`src/fsfp_pkg.sv`:
```
`timescale 1ns / 1ps

package fsfp_pkg;

    localparam logic [7:0] HDR_BYTE = 8'd55;
    localparam logic [7:0] SEL_66   = 8'd66;
    localparam logic [7:0] SEL_67   = 8'd67;
    localparam logic [7:0] SEL_68   = 8'd68;
    localparam logic [7:0] SEL_94   = 8'd94;

    localparam logic REG_RAW_MASK  = 1'b0;
    localparam logic REG_RAW_MATCH = 1'b1;

    localparam int PHASE_W = 7;

    typedef enum logic [2:0] {
        KIND_CONFIG = 3'd0,
        KIND_RAW    = 3'd1,
        KIND_FORCE  = 3'd2,
        KIND_TEMP   = 3'd3,
        KIND_COMP   = 3'd4,
        KIND_END    = 3'd5
    } item_kind_t;

    typedef enum logic [1:0] {
        FMT_66 = 2'd0,
        FMT_67 = 2'd1,
        FMT_68 = 2'd2,
        FMT_94 = 2'd3
    } frame_format_t;

    typedef enum logic [1:0] {
        CHK_NONE = 2'd0,
        CHK_OK   = 2'd1,
        CHK_BAD  = 2'd2
    } check_status_t;

    typedef struct packed {
        logic [PHASE_W-1:0] phase;
        frame_format_t      layout;
        logic               raw_flag;
        logic [7:0]         hold;
        logic [7:0]         sum_b;
        logic [15:0]        sum_w;
    } parse_state_t;

    typedef struct packed {
        frame_format_t fmt;
        item_kind_t    kind;
        logic [3:0]    idx;
        logic [15:0]   value;
        check_status_t status;
        logic          last;
    } parse_result_t;

    typedef struct packed {
        logic [7:0] mask;
        logic [7:0] match;
    } cfg_t;

    typedef struct packed {
        item_kind_t kind;
        logic [3:0] idx;
    } word_class_t;

    // Body bytes taken by words (twice the word count).
    function automatic logic [PHASE_W-1:0] word_bytes(input frame_format_t layout,
                                                      input logic raw_flag);
        logic [PHASE_W-1:0] n;
        case (layout)
            FMT_66:  n = PHASE_W'(8);
            FMT_67:  n = raw_flag ? PHASE_W'(10) : PHASE_W'(8);
            FMT_68:  n = PHASE_W'(24);
            FMT_94:  n = raw_flag ? PHASE_W'(40) : PHASE_W'(32);
            default: n = PHASE_W'(8);
        endcase
        return n;
    endfunction

    function automatic word_class_t classify_word(input frame_format_t layout,
                                                  input logic raw_flag,
                                                  input logic [4:0] w);
        word_class_t c;
        logic [1:0]  g;
        logic [4:0]  base;
        logic [4:0]  r;
        logic [4:0]  sub;
        c.kind = KIND_RAW;
        c.idx  = w[3:0];
        g      = 2'd0;
        base   = 5'd0;
        r      = 5'd0;
        sub    = 5'd0;
        case (layout)
            FMT_66: begin
                c.kind = KIND_RAW;
                c.idx  = w[3:0];
            end
            FMT_67: begin
                if (w < (raw_flag ? 5'd4 : 5'd3)) begin
                    c.kind = raw_flag ? KIND_RAW : KIND_FORCE;
                    c.idx  = w[3:0];
                end else begin
                    c.kind = KIND_TEMP;
                    c.idx  = 4'd0;
                end
            end
            FMT_68: begin
                if (w < 5'd3) begin
                    c.kind = KIND_FORCE;
                    c.idx  = w[3:0];
                end else if (w == 5'd3) begin
                    c.kind = KIND_TEMP;
                    c.idx  = 4'd0;
                end else if (w < 5'd8) begin
                    sub    = w - 5'd4;
                    c.kind = KIND_RAW;
                    c.idx  = sub[3:0];
                end else begin
                    sub    = w - 5'd8;
                    c.kind = KIND_COMP;
                    c.idx  = sub[3:0];
                end
            end
            FMT_94: begin
                // groups of 5 words (raw) or 4 words (force), temperature last
                if (raw_flag) begin
                    if (w >= 5'd15)      g = 2'd3;
                    else if (w >= 5'd10) g = 2'd2;
                    else if (w >= 5'd5)  g = 2'd1;
                    else                 g = 2'd0;
                    base = {1'b0, g, 2'b00} + {3'b000, g};
                    r    = w - base;
                end else begin
                    g = w[3:2];
                    r = {3'b000, w[1:0]};
                end
                if (r == (raw_flag ? 5'd4 : 5'd3)) begin
                    c.kind = KIND_TEMP;
                    c.idx  = {2'b00, g};
                end else begin
                    sub    = w - {3'b000, g};
                    c.kind = raw_flag ? KIND_RAW : KIND_FORCE;
                    c.idx  = sub[3:0];
                end
            end
            default: begin
                c.kind = KIND_RAW;
                c.idx  = w[3:0];
            end
        endcase
        return c;
    endfunction

endpackage

```
`src/force_sensor_frame_parser.sv`:
```
`timescale 1ns / 1ps
// Channel  | Dir | Ports                                | Carries
// s_       | in  | s_tvalid s_tready s_tdata[7:0]       | one received byte
// m_       | out | m_tvalid m_tready m_tdata m_tuser    | decoded word, config byte
//          |     | m_tlast                              | or frame end
// APB      | in  | psel penable pwrite paddr pwdata ... | raw mode mask / match
//
// One byte per cycle sustained while m_ is not stalled: input register, combinational decode, result register.
// A byte's result passes from the input register through the decode into the result register, which drives m_.
// Reset (aresetn low, synchronous) empties both registers and restarts the header hunt.
// A stall on m_ holds the result; s_tready drops only when the input register
// holds a byte whose decode is blocked by a result not yet taken.

module force_sensor_frame_parser
    import fsfp_pkg::*;
(
    input  logic        aclk,
    input  logic        aresetn,
    input  logic        s_tvalid,
    output logic        s_tready,
    input  logic [7:0]  s_tdata,   // [7:0] rx_byte
    output logic        m_tvalid,
    input  logic        m_tready,
    output logic [23:0] m_tdata,   // [3:0] item_index, [19:4] item_value,
                                   // [21:20] check_status, [23:22] zero
    output logic [4:0]  m_tuser,   // [1:0] frame_format, [4:2] item_kind
    output logic        m_tlast,   // frame_last
    input  logic        psel,
    input  logic        penable,
    input  logic        pwrite,
    input  logic [2:0]  paddr,
    input  logic [31:0] pwdata,
    output logic [31:0] prdata,
    output logic        pready
);

    cfg_t          cfg;
    logic          in_valid_reg;
    logic [7:0]    in_byte_reg;
    parse_state_t  state_reg;
    parse_state_t  state_next;
    logic          res_valid;
    parse_result_t res;
    logic          m_valid_reg;
    parse_result_t out_res_reg;
    logic          out_free;
    logic          fire;

    fsfp_apb_regs u_regs (
        .aclk    (aclk),
        .aresetn (aresetn),
        .psel    (psel),
        .penable (penable),
        .pwrite  (pwrite),
        .paddr   (paddr),
        .pwdata  (pwdata),
        .prdata  (prdata),
        .pready  (pready),
        .cfg     (cfg)
    );

    fsfp_step u_step (
        .st        (state_reg),
        .cfg       (cfg),
        .rx_byte   (in_byte_reg),
        .st_next   (state_next),
        .res_valid (res_valid),
        .res       (res)
    );

    assign out_free = !m_valid_reg || m_tready;
    assign fire     = in_valid_reg && out_free;
    assign s_tready = !in_valid_reg || fire;

    always_ff @(posedge aclk) begin
        if (!aresetn) begin
            in_valid_reg      <= 1'b0;
            m_valid_reg       <= 1'b0;
            state_reg.phase   <= '0;
            state_reg.layout  <= FMT_66;
            state_reg.raw_flag <= 1'b0;
            state_reg.hold    <= 8'd0;
            state_reg.sum_b   <= 8'd0;
            state_reg.sum_w   <= 16'd0;
        end else begin
            if (s_tready) begin
                in_valid_reg <= s_tvalid;
            end
            if (fire) begin
                state_reg <= state_next;
            end
            if (out_free) begin
                m_valid_reg <= fire && res_valid;
            end
        end
    end

    always_ff @(posedge aclk) begin
        if (s_tvalid && s_tready) begin
            in_byte_reg <= s_tdata;
        end
        if (fire && res_valid) begin
            out_res_reg <= res;
        end
    end

    assign m_tvalid = m_valid_reg;
    assign m_tdata  = {2'b00, out_res_reg.status, out_res_reg.value, out_res_reg.idx};
    assign m_tuser  = {out_res_reg.kind, out_res_reg.fmt};
    assign m_tlast  = out_res_reg.last;

endmodule

```
`src/fsfp_apb_regs.sv`:
```
`timescale 1ns / 1ps

module fsfp_apb_regs
    import fsfp_pkg::*;
(
    input  logic        aclk,
    input  logic        aresetn,
    input  logic        psel,
    input  logic        penable,
    input  logic        pwrite,
    input  logic [2:0]  paddr,
    input  logic [31:0] pwdata,
    output logic [31:0] prdata,
    output logic        pready,
    output cfg_t        cfg
);

    logic [7:0] mask_reg;
    logic [7:0] match_reg;
    logic       wr_en;

    assign pready = 1'b1;
    assign wr_en  = psel && penable && pwrite && pready;

    always_ff @(posedge aclk) begin
        if (!aresetn) begin
            mask_reg  <= 8'd0;
            match_reg <= 8'd0;
        end else if (wr_en) begin
            if (paddr[2] == REG_RAW_MASK) begin
                mask_reg <= pwdata[7:0];
            end else begin
                match_reg <= pwdata[7:0];
            end
        end
    end

    assign prdata = (paddr[2] == REG_RAW_MATCH) ? {24'd0, match_reg} : {24'd0, mask_reg};

    assign cfg.mask  = mask_reg;
    assign cfg.match = match_reg;

endmodule

```
`src/fsfp_step.sv`:
```
`timescale 1ns / 1ps

module fsfp_step
    import fsfp_pkg::*;
(
    input  parse_state_t  st,
    input  cfg_t          cfg,
    input  logic [7:0]    rx_byte,
    output parse_state_t  st_next,
    output logic          res_valid,
    output parse_result_t res
);

    logic [PHASE_W-1:0] pos;
    logic [PHASE_W-1:0] rel;
    logic [PHASE_W-1:0] limit;
    logic               has_cfg;
    logic [4:0]         w;
    logic [15:0]        word_val;
    word_class_t        cls;

    assign pos      = st.phase - PHASE_W'(2);
    assign has_cfg  = (st.layout != FMT_66);
    assign rel      = pos - {{(PHASE_W-1){1'b0}}, has_cfg};
    assign limit    = word_bytes(st.layout, st.raw_flag);
    assign w        = rel[5:1];
    assign word_val = {st.hold, rx_byte};
    assign cls      = classify_word(st.layout, st.raw_flag, w);

    always_comb begin
        st_next    = st;
        res_valid  = 1'b0;
        res.fmt    = st.layout;
        res.kind   = KIND_CONFIG;
        res.idx    = 4'd0;
        res.value  = 16'd0;
        res.status = CHK_NONE;
        res.last   = 1'b0;

        if (st.phase == PHASE_W'(0)) begin
            if (rx_byte == HDR_BYTE) begin
                st_next.phase = PHASE_W'(1);
            end
        end else if (st.phase == PHASE_W'(1)) begin
            st_next.sum_b = 8'd0;
            st_next.sum_w = 16'd0;
            st_next.phase = PHASE_W'(2);
            case (rx_byte)
                SEL_66:  st_next.layout = FMT_66;
                SEL_67:  st_next.layout = FMT_67;
                SEL_68:  st_next.layout = FMT_68;
                SEL_94:  st_next.layout = FMT_94;
                default: begin
                    st_next.phase = PHASE_W'(0);
                    st_next.hold  = 8'd0;
                end
            endcase
        end else if (has_cfg && pos == PHASE_W'(0)) begin
            st_next.raw_flag = ((rx_byte & cfg.mask) == cfg.match);
            st_next.sum_b    = rx_byte;
            st_next.sum_w    = {8'd0, rx_byte};
            st_next.phase    = st.phase + PHASE_W'(1);
            res_valid        = 1'b1;
            res.kind         = KIND_CONFIG;
            res.value        = {8'd0, rx_byte};
        end else if (rel < limit) begin
            if (st.layout == FMT_68) begin
                st_next.sum_w = st.sum_w + {8'd0, rx_byte};
            end
            if (!rel[0]) begin
                st_next.hold  = rx_byte;
                st_next.phase = st.phase + PHASE_W'(1);
            end else begin
                st_next.sum_b = st.sum_b + rx_byte;
                res_valid     = 1'b1;
                res.kind      = cls.kind;
                res.idx       = cls.idx;
                res.value     = word_val;
                if (st.layout == FMT_66 && w == 5'd3) begin
                    res.last      = 1'b1;
                    st_next.phase = PHASE_W'(0);
                    st_next.sum_b = 8'd0;
                    st_next.sum_w = 16'd0;
                    st_next.hold  = 8'd0;
                end else begin
                    st_next.phase = st.phase + PHASE_W'(1);
                end
            end
        end else if (st.layout == FMT_68 && rel == limit) begin
            st_next.hold  = rx_byte;
            st_next.phase = st.phase + PHASE_W'(1);
        end else begin
            res_valid = 1'b1;
            res.kind  = KIND_END;
            res.last  = 1'b1;
            case (st.layout)
                FMT_68: begin
                    res.value  = word_val;
                    res.status = (st.sum_w == word_val) ? CHK_OK : CHK_BAD;
                end
                FMT_67: begin
                    res.value  = {8'd0, rx_byte};
                    res.status = (st.sum_b == rx_byte) ? CHK_OK : CHK_BAD;
                end
                default: begin
                    res.value  = {8'd0, rx_byte};
                    res.status = CHK_NONE;
                end
            endcase
            st_next.phase = PHASE_W'(0);
            st_next.sum_b = 8'd0;
            st_next.sum_w = 16'd0;
            st_next.hold  = 8'd0;
        end
    end

endmodule

```
`config.mk`:
```
export PLATFORM = sky130hd
export DESIGN_NAME = force_sensor_frame_parser
export DESIGN_NICKNAME = d
export VERILOG_FILES = /design/src/fsfp_pkg.sv /design/src/force_sensor_frame_parser.sv /design/src/fsfp_apb_regs.sv /design/src/fsfp_step.sv
export SDC_FILE = /design/constraint.sdc
export NUM_CORES = 1
export LEC_CHECK = 0
export BUFFER_PORTS_ARGS = -buffer_cell sky130_fd_sc_hd__clkbuf_2
export CORE_UTILIZATION = 61
export CTS_CLUSTER_SIZE = 30
export DETAILED_ROUTE_END_ITERATION = 10
export GPL_ROUTABILITY_DRIVEN = 0
export GPL_TIMING_DRIVEN = 0
export PLACE_DENSITY = 0.86
export SETUP_SLACK_MARGIN = 0.4
export SLEW_MARGIN = 20
export SYNTH_ARGS = -nofsm -noshare
export SYNTH_HDL_FRONTEND = slang
export SYNTH_SLANG_ARGS = --single-unit
export TNS_END_PERCENT = 1
```
`constraint.sdc`:
```
create_clock -name aclk -period 12.7 [get_ports aclk]
set_input_delay 1.27 -clock aclk [delete_from_list [all_inputs] [get_ports aclk]]
set_output_delay 1.27 -clock aclk [all_outputs]
set_load 0.05 [all_outputs]
```
==> impl_metrics.json, run 1 <==
{
  "outcome": "finished clean",
  "ctsResizeCount": 0,
  "seq_power_share_pct": 55.2,
  "fin_crit_sh_pct": 48.15,
  "grt_max_degree": 28,
  "ys_ff_latch": 96,
  "reg2reg_depth": 21,
  "cts_buffer_depth": 2,
  "diodes": 0,
  "port_buffers": 61,
  "htreeDepth": 3,
  "first_global_vias": 5518,
  "hold_path.class": "flop to flop",
  "crit_path_start_kind": "flop",
  "grt_pass1_wl_um": 25810,
  "cts_tree": "yes",
  "synth.distinct_cells": 70,
  "numCtsBuffers": 9,
  "gr-total-overflow": 0,
  "slew_headroom_pct": 37.64,
  "worstPathArrival_ps": 6270,
  "floorplan.initialDensity_pct": 62.95,
  "period_minus_slack_ps": 6116,
  "syn_inst": 713,
  "largest_reg_flops": 42,
  "wirelength_um": 15840,
  "io_pins": 115,
  "synthFlopType": "dfxtp_1",
  "netSwitchingFraction_pct": 29.09,
  "drv_slew": 0,
  "crit_required_ps": 12850,
  "antenna_found_initial": 0,
  "die_area_sq_um": 11070,
  "drt_first_pass_iters": 7,
  "drc": 0,
  "routedWlPerCell_um": 16.64,
  "crit_type": "flop to flop",
  "cp_common_cell": "ha_1",
  "power.internal_mw": 0.4168,
  "critPathBufInv": 4,
  "worstMarginPinSlew_ps": 928.8,
  "rows": 37,
  "cts_sinks": 96,
  "p_per_area_nw_per_um2": 80.32,
  "clk_latency_ps": 390,
  "layout_commonest_cell": "nand2_1",
  "drt_first_iter_violations": 479,
  "yosys_warnings": 0,
  "crit_family": "compound AO/OA/AOI/OAI gates",
  "slowest_stage": "xnor2_1",
  "final_cell_mix": "nand2_1, clkbuf_2, dfxtp_1",
  "final_antenna_net_count": 0,
  "finalSetupTns_ps": 0,
  "clkPwrFrac_pct": 35.4,
  "core_sq_um": 10320,
  "rsz0062_at_grt": "false",
  "whs_ps": 480.5,
  "drv_cap": 0,
  "synthArstFlopShare_pct": 0,
  "nets": 912,
  "power_frac_comb_pct": 9.4,
  "track_usage_pct": 29.03,
  "whs_path_depth": 1,
  "slowest_delay_ps": 720,
  "die_x_um": 105.2,
  "die_h_um": 105.2,
  "irDropWorstVdd_uv": 83.10,
  "cts.hold.buffers_added": 0,
  "finalNonFillerCells": 952,
  "switchingPower_mw": 0.1710,
  "cp_cell_sequence": "clkbuf_1, inv_1, ha_1, xor2_1, xnor2_1, clkinv_1, ha_1, nand2_1, o21ai_0, o211a_1, or2_2, o31ai_1, ha_1, inv_1, ha_1, nand2b_1, a21oi_1, xor2_1, nand4_1, o31a_1, a311o_1",
  "synth_edf_count": 36,
  "cts-root-buf": "clkbuf_8",
  "cp.depth": 21,
  "power.leakage_nw": 2.931,
  "netlist_area_sq_um": 6499,
  "path_clk_slew_ps": 110,
  "ys_seq_area_share_pct": 35.12,
  "cts_setup_buffers": 0,
  "max_freq_mhz": 163.5,
  "area_growth_pct": 12.59,
  "vias": 5866,
  "layout-drive-gt1-share_pct": 17.03,
  "routed_via_density": 6.162,
  "critPathCaptureType": "flop",
  "dpl.hpwl_um": 11690,
  "setup_viol": 0,
  "dp.cells": 936,
  "cp_max_fo": 11,
  "fin_worst_skew_ps": 10.74,
  "hold_viol": 0,
  "postSynthAreaPerCell_sq_um": 9.115
}
final timing paths:
check | start | slack (ps) | end
setup / recovery | state_reg[36]$_SDFFE_PN0P_ | 6580 | m_tdata[0]$_SDFFCE_PP0P_
hold / removal | state_reg[19]$_SDFFE_PN0P_ | 480 | state_reg[19]$_SDFFE_PN0P_
setup reg to reg | state_reg[36]$_SDFFE_PN0P_ | 6580 | m_tdata[0]$_SDFFCE_PP0P_
hold reg to reg | state_reg[19]$_SDFFE_PN0P_ | 480 | state_reg[19]$_SDFFE_PN0P_
power groups by stage:
stage / sequential (mW) / clock, mW / combinational, mW
3_3_place_gp: 0.331 / 0 / 0.0529
3_5_place_dp: 0.331 / 0 / 0.0540
4_1_cts: 0.324 / 0.209 / 0.0542
6_report: 0.324 / 0.208 / 0.0552
5_1_grt: 0.325 / 0.221 / 0.0586
2_1_floorplan: 0.330 / 0 / 0.0437
layer usage:
layer  global-route usage (%)  part of all wire [%]  vias to the layer above
met5                        0                     0                        -
met4                    12.27                   2.3                        0
met3                    4.576                   7.3                       46
met2                    48.68                    49                      294
met1                    37.18                    41                     2730
li1                         -                     -                     2796
cell families after synthesis:
family | count (synthesis) | synth area share [%]
muxes | 11 | 1.868
buffers and inverters | 82 | 6.719
DFF | 96 | 35.12
adders and majority gates | 51 | 10.28
xor gates and xnor gates | 40 | 5.391
other | 2 | 0.1156
and+or+nand+nor | 247 | 19.39
AOI/OAI and AO/OA | 184 | 21.12
stage by stage:
stage | worst slack, ps | total power, mW | area [sq um] | utilization [%]
floorplan | 7544 | 0.3733 | 6593 | -
global placement | 6808 | 0.3841 | 7068 | 68.46
detailed placement | 6651 | 0.3854 | 7107 | 68.84
CTS | 6637 | 0.5880 | 7310 | 70.80
global route | 6095 | 0.6049 | 7317 | 70.88
finish | 6584 | 0.5877 | 7317 | 70.88
Yosys cell counts, types with 16 or more instances:
| cell | count | share of area, % |
|---|---|---|
| nand2_1 | 77 | 4.4 |
| dfxtp_1 | 60 | 18 |
| ha_1 | 47 | 9.0 |
| nor2_1 | 38 | 2.2 |
| edfxtp_1 | 36 | 17 |
| xnor2_1 | 36 | 4.9 |
| a21oi_1 | 34 | 2.6 |
| buf_4 | 28 | 3.2 |
| inv_1 | 27 | 1.6 |
| and2_1 | 24 | 2.3 |
| a21boi_0 | 20 | 2.3 |
| nand3_1 | 17 | 1.3 |
| nor4_1 | 17 | 1.6 |
| o21ai_0 | 16 | 1.2 |
area by class of cell:
cell class / instances / area [sq um]
fillers: 784 / 3007
flip-flops and latches: 96 / 2282
repair buffers: 62 / 332.8
multi-input cells: 560 / 3892
inverters: 30 / 112.6
clock inverters: 7 / 78.83
well taps: 136 / 170.2
clock buffers: 9 / 123.9
plain buffers: 52 / 324.1
worst reg2reg max path, cell delays in order (launching register included):
cell      delay (ps)
dfxtp_1          470
clkbuf_1         310
inv_1            160
ha_1             270
xor2_1           210
xnor2_1          720
clkinv_1         540
ha_1             330
nand2_1           80
o21ai_0           80
o211a_1          240
or2_2            290
o31ai_1          360
ha_1             270
inv_1             60
ha_1             160
nand2b_1         130
a21oi_1          140
xor2_1           170
nand4_1          140
o31a_1           370
a311o_1          390
Power figures use the tool's default switching activity.
==> run 2, diff against run 1 <==
CORE_UTILIZATION = 52   (was 61)
PLACE_DENSITY = 0.78   (was 0.86)
clock period = 5.3 ns   (was 12.7 ns; I/O delays follow)
==> impl_metrics.json, run 2 (synthesis results as in run 1) <==
{
  "outcome": "finished clean",
  "max_freq_mhz": 202.9,
  "final_antenna_net_count": 0,
  "hold_path.class": "primary input to flop",
  "slowest_delay_ps": 960,
  "core_sq_um": 12110,
  "irDropWorstVdd_uv": 177.6,
  "finalSetupTns_ps": 0,
  "power_frac_comb_pct": 8.7,
  "htreeDepth": 3,
  "first_global_vias": 5681,
  "fin_crit_sh_pct": 92.99,
  "drc": 0,
  "reg2reg_depth": 20,
  "grt_max_degree": 28,
  "area_growth_pct": 17.75,
  "finalWorstSetupSlack_ps": 371.4,
  "dp.cells": 968,
  "rows": 40,
  "worstPathArrival_ps": 5030,
  "p_per_area_nw_per_um2": 195.5,
  "cts_tree": "yes",
  "floorplan.initialDensity_pct": 53.66,
  "finalPower_mw": 1.496,
  "routed_via_density": 5.904,
  "layout_commonest_cell": "nand2_1",
  "rsz0062_at_grt": "true",
  "netSwitchingFraction_pct": 24.86,
  "cts-root-buf": "clkbuf_16",
  "hold_viol": 0,
  "cts.hold.buffers_added": 0,
  "die_x_um": 113.8,
  "critPathCaptureType": "flop",
  "clkPwrFrac_pct": 39.3,
  "final_cell_mix": "nand2_1, clkbuf_2, dfxtp_1",
  "fin_util_pct": 63.18,
  "drt_first_pass_iters": 7,
  "setup_viol": 0,
  "worstMarginPinSlew_ps": 1123,
  "drt_first_iter_violations": 410,
  "routedWlPerCell_um": 16.51,
  "diodes": 0,
  "seq_power_share_pct": 51.9,
  "clk_latency_ps": 360,
  "track_usage_pct": 26.53,
  "period_minus_slack_ps": 4929,
  "cts_buffer_depth": 2,
  "power.leakage_nw": 3.024,
  "path_clk_slew_ps": 60,
  "numCtsBuffers": 9,
  "die_h_um": 113.8,
  "finalNonFillerCells": 994,
  "power.internal_mw": 1.124,
  "largest_reg_flops": 42,
  "crit_required_ps": 5400,
  "antenna_found_initial": 0,
  "cts_sinks": 96,
  "io_pins": 115,
  "die_area_sq_um": 12950,
  "port_buffers": 61,
  "slowest_stage": "nor4_1",
  "whs_path_depth": 1,
  "grt_pass1_wl_um": 27020,
  "pre_cts_ws_ps": -286.3,
  "drv_slew": 0,
  "layout-drive-gt1-share_pct": 20.22,
  "slew_headroom_pct": 24.42,
  "dpl.hpwl_um": 12100,
  "drv_cap": 0,
  "nets": 922,
  "wirelength_um": 16410,
  "crit_type": "flop to flop",
  "crit_path_start_kind": "flop",
  "gr-total-overflow": 0,
  "cp_max_fo": 8,
  "switchingPower_mw": 0.3720,
  "cp_cell_sequence": "clkbuf_4, nor4_1, a211oi_4, nor2_4, inv_1, ha_1, nand2_1, a22oi_1, o22ai_1, o31ai_4, ha_2, buf_4, fa_1, nand2_1, a21oi_1, xnor2_1, xnor2_1, o31a_1, nor4b_2, a311o_1",
  "fin_worst_skew_ps": 7.386,
  "vias": 5869
}
==> run 2: cell types whose count changed in the layout (fill, tap and decap cells not counted), sizes merged <==
cell / previous run / this run
buf: 39 / 49
clkbuf: 84 / 89
inv: 33 / 29
clkinv: 4 / 3
==> run 2: cell type report <==
cell class	instances	area, sq um
clock inverter	2	8.758
tap	168	210.2
timing repair buffer	72	407.9
clock buffer	14	244.0
buffer	52	327.8
multi-input combinational	560	4040
inverter	30	120.1
sequential	96	2293
fill	1018	4459
==> run 2: per-layer routing <==
layer  vias to the layer above  GRT usage, %  share of wire, %
met5                         -             0                 0
met4                         0         11.26               2.2
met3                        37         5.898               6.7
met2                       257         45.57                49
met1                      2774         32.08                42
li1                       2801             -                 -
==> run 2: path summary, 6_finish.rpt <==
path                              startpoint                    endpoint  slack, ps
setup / recovery  state_reg[36]$_SDFFE_PN0P_    m_tdata[0]$_SDFFCE_PP0P_        370
hold / removal                    s_tdata[2]    in_byte_reg[2]$_DFFE_PP_        350
setup reg to reg  state_reg[36]$_SDFFE_PN0P_    m_tdata[0]$_SDFFCE_PP0P_        370
hold reg to reg   state_reg[18]$_SDFFE_PN0P_  state_reg[18]$_SDFFE_PN0P_        480
==> run 2: critical path, delay by kind of cell (launching register included) <==
kind / cells / cell delay (ps)
xor gates and xnor gates: 2 / 360
adders and majority gates: 3 / 810
DFF: 1 / 370
buffers and inverters: 3 / 420
and+or+nand+nor: 5 / 1400
AOI/OAI and AO/OA: 7 / 1310
==> run 2: per-stage QoR <==
step / instance area (sq um) / hold slack [ps]
finish: 7652 / 347.4
detailed placement: 7169 / 456.7
global placement: 7131 / 451.8
CTS: 7587 / 338.6
global route: 7652 / 343.6
floorplan: 6615 / 436.3
==> run 2: what timing repair did <==
action | 4_1_cts | 5_1_grt
resized for setup | 25 | 12
buffers inserted | 8 | 2
endpoints found under the setup margin | 5 | 13
pin swaps | 9 | 8
==> run 2: power by group through the flow <==
stage	Clock, mW	Sequential [mW]	Combinational (mW)
after CTS	0.592	0.778	0.129
after detailed placement	0	0.794	0.129
after global routing	0.622	0.778	0.140
after floorplan	0	0.790	0.105
final	0.589	0.777	0.131
after global placement	0	0.794	0.127
==> run 3, diff against run 2 <==
BUFFER_PORTS_ARGS = not set   (was -buffer_cell sky130_fd_sc_hd__clkbuf_2)
CORE_UTILIZATION = 58   (was 52)
DONT_BUFFER_PORTS = 1   (was not set)
PLACE_DENSITY = 0.8   (was 0.78)
==> impl_metrics.json, run 3 (synthesis results as in run 1) <==
{
  "path_clk_slew_ps": 100,
  "drv_slew": 0,
  "worstPathArrival_ps": 4850,
  "routedWlPerCell_um": 18.03,
  "drt_first_pass_iters": 5,
  "vias": 5668,
  "crit_required_ps": 5450,
  "port_buffers": 0,
  "track_usage_pct": 29.06,
  "die_x_um": 107.9,
  "die_area_sq_um": 11630,
  "die_h_um": 107.9,
  "dpl_cell_area_sq_um": 6829,
  "rsz0062_at_grt": "false",
  "final_cell_mix": "nand2_1, dfxtp_1, ha_1",
  "cts.hold.buffers_added": 0,
  "hold_viol": 0,
  "antenna_found_initial": 0,
  "clk_latency_ps": 380,
  "fin_worst_skew_ps": 12.87,
  "cts-root-buf": "clkbuf_8",
  "core_sq_um": 10890,
  "slew_headroom_pct": 33.44,
  "numCtsBuffers": 9,
  "gr-total-overflow": 0,
  "power.leakage_nw": 2.752,
  "cts_tree": "yes",
  "layout_commonest_cell": "nand2_1",
  "finalSetupTns_ps": 0,
  "io_pins": 115,
  "outcome": "finished clean",
  "critPathCaptureType": "flop",
  "fin_crit_sh_pct": 88.71,
  "final_cell_area_sq_um": 7284,
  "htreeDepth": 3,
  "area_growth_pct": 12.09,
  "nets": 861,
  "dpl.hpwl_um": 11890,
  "irDropWorstVdd_uv": 174.0,
  "drv_cap": 0,
  "routed_via_density": 6.263,
  "cts_buffer_depth": 2,
  "p_per_area_nw_per_um2": 187.4,
  "drc": 0,
  "hold_path.class": "primary input to flop",
  "final_antenna_net_count": 0,
  "largest_reg_flops": 42,
  "layout-drive-gt1-share_pct": 15.56,
  "wirelength_um": 16310,
  "worstMarginPinSlew_ps": 985.4,
  "crit_type": "flop to flop",
  "max_freq_mhz": 212.7,
  "first_global_vias": 5448,
  "period_minus_slack_ps": 4702,
  "grt_max_degree": 28,
  "crit_path_start_kind": "flop",
  "grt_pass1_wl_um": 26590,
  "floorplan.initialDensity_pct": 59.69,
  "rows": 38,
  "cts_sinks": 96,
  "drt_first_iter_violations": 497,
  "cp_max_fo": 8,
  "diodes": 0,
  "finalPower_mw": 1.365,
  "setup_viol": 0
}
[run 3: cell count changes in the layout (fill, tap and decap cells not counted), moves of 4 or more]
cell       before  now
clkbuf_16       9    0
clkbuf_8        0    9
clkbuf_2       61    0
clkbuf_1       18   14
[run 3: cell type report]
type                    instances  area (sq um)
repair buffers                 11         102.6
multi-input cells             560          4078
inverters                      30         127.6
well taps                     140         175.2
plain buffers                  52         330.3
flip-flops and latches         96          2291
clock inverters                 6         52.55
clock buffers                  10         127.6
fillers                       880          3603
[run 3: where the power goes]
group          total [mW]  internal, mW  switching (mW)
Clock               0.468         0.179           0.289
Sequential          0.777         0.766          0.0111
Combinational       0.120        0.0349          0.0854
Total                1.37         0.979           0.386
[run 3: through the flow]
stage,hold slack (ps),worst slack (ps),utilization (%),cells
6_report,236.1,598.2,66.90,905
4_1_cts,224.5,406.4,65.76,901
3_5_place_dp,459.9,-328.0,62.72,879
2_1_floorplan,436.3,435.0,-,738
3_3_place_gp,451.1,-547.3,62.37,878
5_1_grt,220.4,370.4,66.90,905
[run 3: path summary, 6_finish.rpt]
check | end | slack [ps] | cells after the start | from
max reg2reg | m_tdata[1]$_SDFFCE_PP0P_ | 600 | 22 | state_reg[36]$_SDFFE_PN0P_
max | m_tdata[1]$_SDFFCE_PP0P_ | 600 | 22 | state_reg[36]$_SDFFE_PN0P_
min | in_byte_reg[4]$_DFFE_PP_ | 240 | 0 | s_tdata[4]
min reg2reg | state_reg[20]$_SDFFE_PN0P_ | 480 | 1 | state_reg[20]$_SDFFE_PN0P_
[run 3: what timing repair did]
action                     4_1_cts  5_1_grt
buffers inserted                 6        4
setup endpoints to repair        5       21
resized for setup               26       20
pin swaps                        8       10
[run 3: layer usage]
layer | wire (um) | track usage [%] | up-vias
li1 | - | - | 2674
met1 | 6747 | 36.40 | 2682
met2 | 8043 | 49.95 | 283
met3 | 1251 | 5.448 | 29
met4 | 271 | 9.687 | 0
met5 | 0 | 0 | -
[run 3: critical path, cell delays in order, from the launching register on]
cell,delay [ps]
dfxtp_2,400
clkbuf_4,200
inv_1,80
ha_2,340
and2_4,190
a211oi_4,290
nor2_4,80
ha_1,200
nand2_1,80
o21ai_0,80
o211a_1,230
or2_4,250
o31ai_4,200
ha_2,220
inv_1,40
ha_1,170
nand2b_1,160
a21oi_2,140
xor2_1,150
nand4_1,170
o31a_1,420
mux2i_1,150
a21bo_2,230
